## config.mk

```make
export PLATFORM = sky130hd
export DESIGN_NAME = pwf_ram
export DESIGN_NICKNAME = d
export VERILOG_FILES = /design/src/prefill_watermark_fifo_unit_defines.svh /design/src/pwf_ram.sv
export SDC_FILE = /design/constraint.sdc
export NUM_CORES = 2
export LEC_CHECK = 0
export ABC_AREA = 1
export BUFFER_PORTS_ARGS = -buffer_cell sky130_fd_sc_hd__buf_2
export CAP_MARGIN = 20
export CORE_MARGIN = 2
export CORE_UTILIZATION = 60
export CTS_CLUSTER_SIZE = 28
export DETAILED_ROUTE_END_ITERATION = 16
export PLACE_DENSITY_LB_ADDON = 0.2
export SETUP_SLACK_MARGIN = 0.2
export SYNTH_ARGS = -nofsm -noshare
export SYNTH_HDL_FRONTEND = slang
export SYNTH_SLANG_ARGS = --single-unit
```

## constraint.sdc

```tcl
create_clock -name clk -period 2.9 [get_ports clk]
set_clock_uncertainty 0.1 [all_clocks]
set_input_delay 0 -clock clk [delete_from_list [all_inputs] [get_ports clk]]
set_output_delay 0 -clock clk [all_outputs]
set_load 0.01 [all_outputs]
```

## src/prefill_watermark_fifo_unit_defines.svh

```systemverilog
// ----------------------------------------------------------------------------
// prefill watermark fifo assertion macros
// shared check wrappers, clocked on clk and disabled while rst_n is low
// ----------------------------------------------------------------------------
`ifndef PREFILL_WATERMARK_FIFO_UNIT_DEFINES_SVH
`define PREFILL_WATERMARK_FIFO_UNIT_DEFINES_SVH

// condition holds at every edge out of reset
`define PWF_CHECK(lbl, cond, msg) \
  lbl: assert property (@(posedge clk) disable iff (!rst_n) (cond)) else $error(msg);

// consequent holds in the cycle after the antecedent
`define PWF_CHECK_NEXT(lbl, ante, cons, msg) \
  lbl: assert property (@(posedge clk) disable iff (!rst_n) (ante) |=> (cons)) else $error(msg);

`endif

```

## src/pwf_ram.sv

```systemverilog
// ----------------------------------------------------------------------------
// pwf_ram
// simple dual port ram, one write and one read port, registered read data
// ----------------------------------------------------------------------------
`timescale 1ns / 1ps

module pwf_ram #(
  parameter int WIDTH = 8,
  parameter int DEPTH = 256
) (
  input  logic                     clk,
  input  logic                     we,
  input  logic [$clog2(DEPTH)-1:0] waddr,
  input  logic [WIDTH-1:0]         wdata,
  input  logic                     re,
  input  logic [$clog2(DEPTH)-1:0] raddr,
  output logic [WIDTH-1:0]         rdata_r
);

  logic [WIDTH-1:0] mem [DEPTH];

  always_ff @(posedge clk) begin
    if (we) begin
      mem[waddr] <= wdata;
    end
    // read data holds while no read is issued
    if (re) begin
      rdata_r <= mem[raddr];
    end
  end

endmodule

```

## Word level (Yosys, flattened, before mapping)

Memories as Yosys holds them, arrays and structs flattened. A register that Yosys moved wholly into a read port is not among the register bits.
Cells that the tools add are included.

| cells by class | value |
|---|---|
| multiplexer cells | 2 |

Operators with widths:

| operator | number |
|---|---|
| 1-bit two-way mux | 2 |

| word-level totals | value |
|---|---|
| register bits after elaboration | 0 |
| memory bits (writable) | 2048 |
| output and inout bits | 8 |
| memories | 1 |

Memories:

| memory | words | bits a word | read ports | clocked after memory_dff | write ports | line | RTL |
|---|---|---|---|---|---|---|---|
| mem | 256 | 8 | 1 | 1 | 1 | pwf_ram.sv:20 | `logic [WIDTH-1:0] mem [DEPTH];` |

## Logic depth before layout (Yosys ltp)

| logic depth | value |
|---|---|
| word-level depth | 2 |
| mapped depth | 15 |

## Worst setup path after synthesis

OpenSTA, ideal clock, no wires.

| path | value |
|---|---|
| path type | input -> register |
| start point | input port we |
| end point | memory mem[162][0] (enable) |
| arrival | 1.121 ns |
| setup slack | 1.309 ns |
| stages | 4 |
| cell sequence | clkbuf_1 > nand3_1 > clkbuf_1 > nor2_1 |

| on the way | value |
|---|---|
| longest elaborated chain between the ends | 2 |

Ends and longest elaborated chain:

| item | line | RTL |
|---|---|---|
| start, declared | pwf_ram.sv:12 | `input logic we,` |
| 1-bit two-way mux | pwf_ram.sv:23 | `if (we) begin` |
| 1-bit two-way mux (not written as such) | pwf_ram.sv:24 | `mem[waddr] <= wdata;` |
| end, declared | pwf_ram.sv:20 |  |

No other way between the ends.

==> results.py <==
metrics = {
    "routing": {
        "post_drt_via_cell_ratio": 6.26,
        "drt_iter0_drc": 8977,
        "detail_route.wl_per_cell_um": 25.2,
        "vias": 56600,
        "postRouteAntennaNets": 0,
        "first_pass_iters": 6,
        "wl_um": 227000,
        "drc": 0,
    },
    "clocking": {
        "clkLatencyLatePin_ns": 0.85,
        "clk_path_buf_depth": 3,
        "cts_buffers": 199,
        "clk_pin_slew_ns": 0.06,
        "cts.htree.levels": 4,
        "clock_sinks": 2056,
        "cts_setup_buffers": 0,
        "cts-root-buf": "clkbuf_16",
        "cts_tree": "yes",
    },
    "worst_setup_path": {
        "reg2reg_to": "rdata_r[0]",
        "ff2ff_path_depth": 11,
        "endpoint_kind": "register",
        "reg2reg_from": "mem[193][0]",
        "endpoint": "rdata_r[0]",
        "worstPathCellList": "nand2_1, nand3_1, nand3_1, nand3_1, nand3_1, nand3_1, nand3_1, nand2_1, nand2_1, dlygate4sd3_1, nand2_1",
        "cp_top_family": "simple AND/OR/NAND/NOR gates",
        "critPathSlowestCell": "dlygate4sd3_1",
        "max_stage_delay_ns": 0.56,
        "startpoint": "mem[193][0]",
        "rrSetupSlack_ns": 0.36,
        "crit_top_cell": "nand3_1",
        "required_ns": 3.41,
        "crit_fanout": 1,
        "arrival_ns": 3.05,
        "crit_type": "reg -> reg",
        "crit_cells": 11,
        "start_kind": "register",
        "critPathBufInv": 1,
    },
    "sta": {
        "worstMarginPinSlew_ns": 1.03,
        "finalSetupViolations": 0,
        "hold_viol_final": 0,
        "rsz0062_at_grt": "false",
        "slew_violations": 0,
        "fmax_ghz": 0.394,
        "maxSlewHeadroom_pct": 31.5,
        "whs_ns": 0.107,
        "post-route-period-util_pct": 87.6,
        "tns_ns": 0,
        "post-route-min-period_ns": 2.54,
    },
    "grt": {
        "grt_pass1_vias": 53200,
        "grt_max_degree": 124,
        "overflow": 0,
        "antenna_found_initial": 15,
        "grt_pass1_wl_um": 337000,
        "grtUsageTotal_pct": 31.9,
    },
    "synth": {
        "syn-mean-instance-area_um2": 11.9,
        "yosys_warnings": 0,
        "synth-seq-cells": 2056,
        "synthTopCellsByCount": "2,123 x nand2_1, 2,056 x edfxtp_1, 2,019 x nand3_1",
        "postSynth.topFlopCell": "edfxtp_1",
        "synth_fp_nets": 7030,
        "synth_edf_count": 2056,
        "yosysTopAreaCell": "edfxtp_1",
        "synth_top_area_share_pct": 74.0,
        "netlist_area_um2": 83500,
        "synthCells": 7003,
        "synth-async-reset-ratio_pct": 0,
        "synth.most_common_cell": "nand2_1",
        "ys_types": 13,
        "synth.top_cells.by_area": "edfxtp_1 74%, nand3_1 12%, nand2_1 9.5%",
        "ys_seq_area_share_pct": 74.0,
    },
    "pwr": {
        "totalPowerFinal_w": 0.0614,
        "p_per_area_nw_per_um2": 659,
        "p_leak_nw": 32.6,
        "ir_drop_mv": 0.612,
    },
    "cells_and_area": {
        "nFillCells": 9699,
        "final_layout_size_suffix_gt1_share_pct": 8.21,
        "num-nets-final": 7103,
        "instances_no_fill": 9033,
        "area.growth.synth_to_final_pct": 11.5,
    },
    "flow_run": {
        "cap_viol_max_count": 0,
    },
    "die": {
        "dieArea_um2": 142000,
        "start_util_pct": 60.6,
        "die_h_um": 377,
        "num_rows": 136,
        "core_area_um2": 138000,
        "die_w_um": 377,
        "io-pin-count": 35,
    },
    "hold_path": {
        "hold_path_depth": 2,
        "holdCritPathClass": "in -> reg",
    },
    "placement": {
        "dp_hpwl_um": 131000,
        "dp_cells": 8645,
        "gp_congestion": 0.891,
        "port_buffers": 34,
    },
    "status": {
        "status": "finished, final reports clean",
    },
}
where the power goes:
| part | switching (W) | internal, W | total [W] | leakage, nW |
|---|---|---|---|---|
| Clock | 0.0110 | 0.0137 | 0.0247 | 2.97 |
| Combinational | 0.00289 | 0.000988 | 0.00388 | 11.2 |
| Sequential | 0.0000392 | 0.0328 | 0.0328 | 18.5 |
state kept, by name, indices dropped and copies added, names as in the netlist:
signal and cells:
mem 2048, rdata_r 8
metal layers:
metal	vias to the layer above	routed length (um)	GRT usage, %
li1	25000	-	-
met1	27600	87500	45.7
met2	3457	105000	48.8
met3	488	26800	6.99
met4	14	7740	11.2
met5	-	93	0
metrics by stage:
stage	util, %	instance area, um2	worst slack [ns]
floorplan	-	83500	1.31
global placement	62.9	86700	0.149
global route	67.5	93100	0.298
detailed placement	62.9	86700	0.155
finish	67.5	93100	0.360
CTS	67.5	93100	0.390
kinds of logic (layout without fill, tap and decap cells):
| group | Yosys count | in the layout | share of synthesized area (%) |
|---|---|---|---|
| buf+inv | 522 | 752 | 3.12 |
| flops | 2056 | 2056 | 74.0 |
| other cells | 0 | 6 | 0 |
| simple gates | 4425 | 4425 | 22.9 |
area by class of cell:
type / count / area, um2 / share of cell area, %
well taps: 1794 / 2240 / 2.41
diodes: 6 / 15.0 / 0.0161
repair buffers: 355 / 3640 / 3.91
clock inverters: 103 / 890 / 0.956
inverters: 39 / 180 / 0.194
flip-flops and latches: 2056 / 61700 / 66.3
clock buffers: 255 / 5230 / 5.62
multi-input cells: 4425 / 19100 / 20.6
cell usage in the layout (no fill, tap or decap):
cell           netlist  layout
nand2_1           2123    2123
edfxtp_1          2056    2056
nand3_1           2019    2019
nor2_1             283     283
buf_4               46     227
clkbuf_16            0     201
buf_12               0      71
clkbuf_1           112      54
clkinv_1             0      46
inv_1               36      34
clkinv_2             0      26
dlygate4sd3_1        0      24
buf_2              268      22
bufinv_16            0      11
buf_8                1      11
inv_6                0       7
diode_2              0       6
clkinvlp_4           0       5
inv_16               0       3
clkinv_8             0       3
inv_8                0       2
clkinv_16            0       2
inv_4                1       1
inv_2                2       1
clkinv_4             0       1
how the worst min path moves through the flow:
stage | endpoint | startpoint
3_5_place_dp | mem[114][4] | wdata[4]
6_report | mem[113][3] | wdata[3]
3_3_place_gp | mem[115][4] | wdata[4]
5_1_grt | rdata_r[0] | re
2_1_floorplan | mem[0][0] | wdata[0]
4_1_cts | rdata_r[4] | raddr[5]
repair_timing:
action | CTS | global route
hold buffers | 24 | 0
gates resized for setup | 0 | 0
endpoints found under the hold margin | 2450 | 0
(Power assumes the default switching activity.)
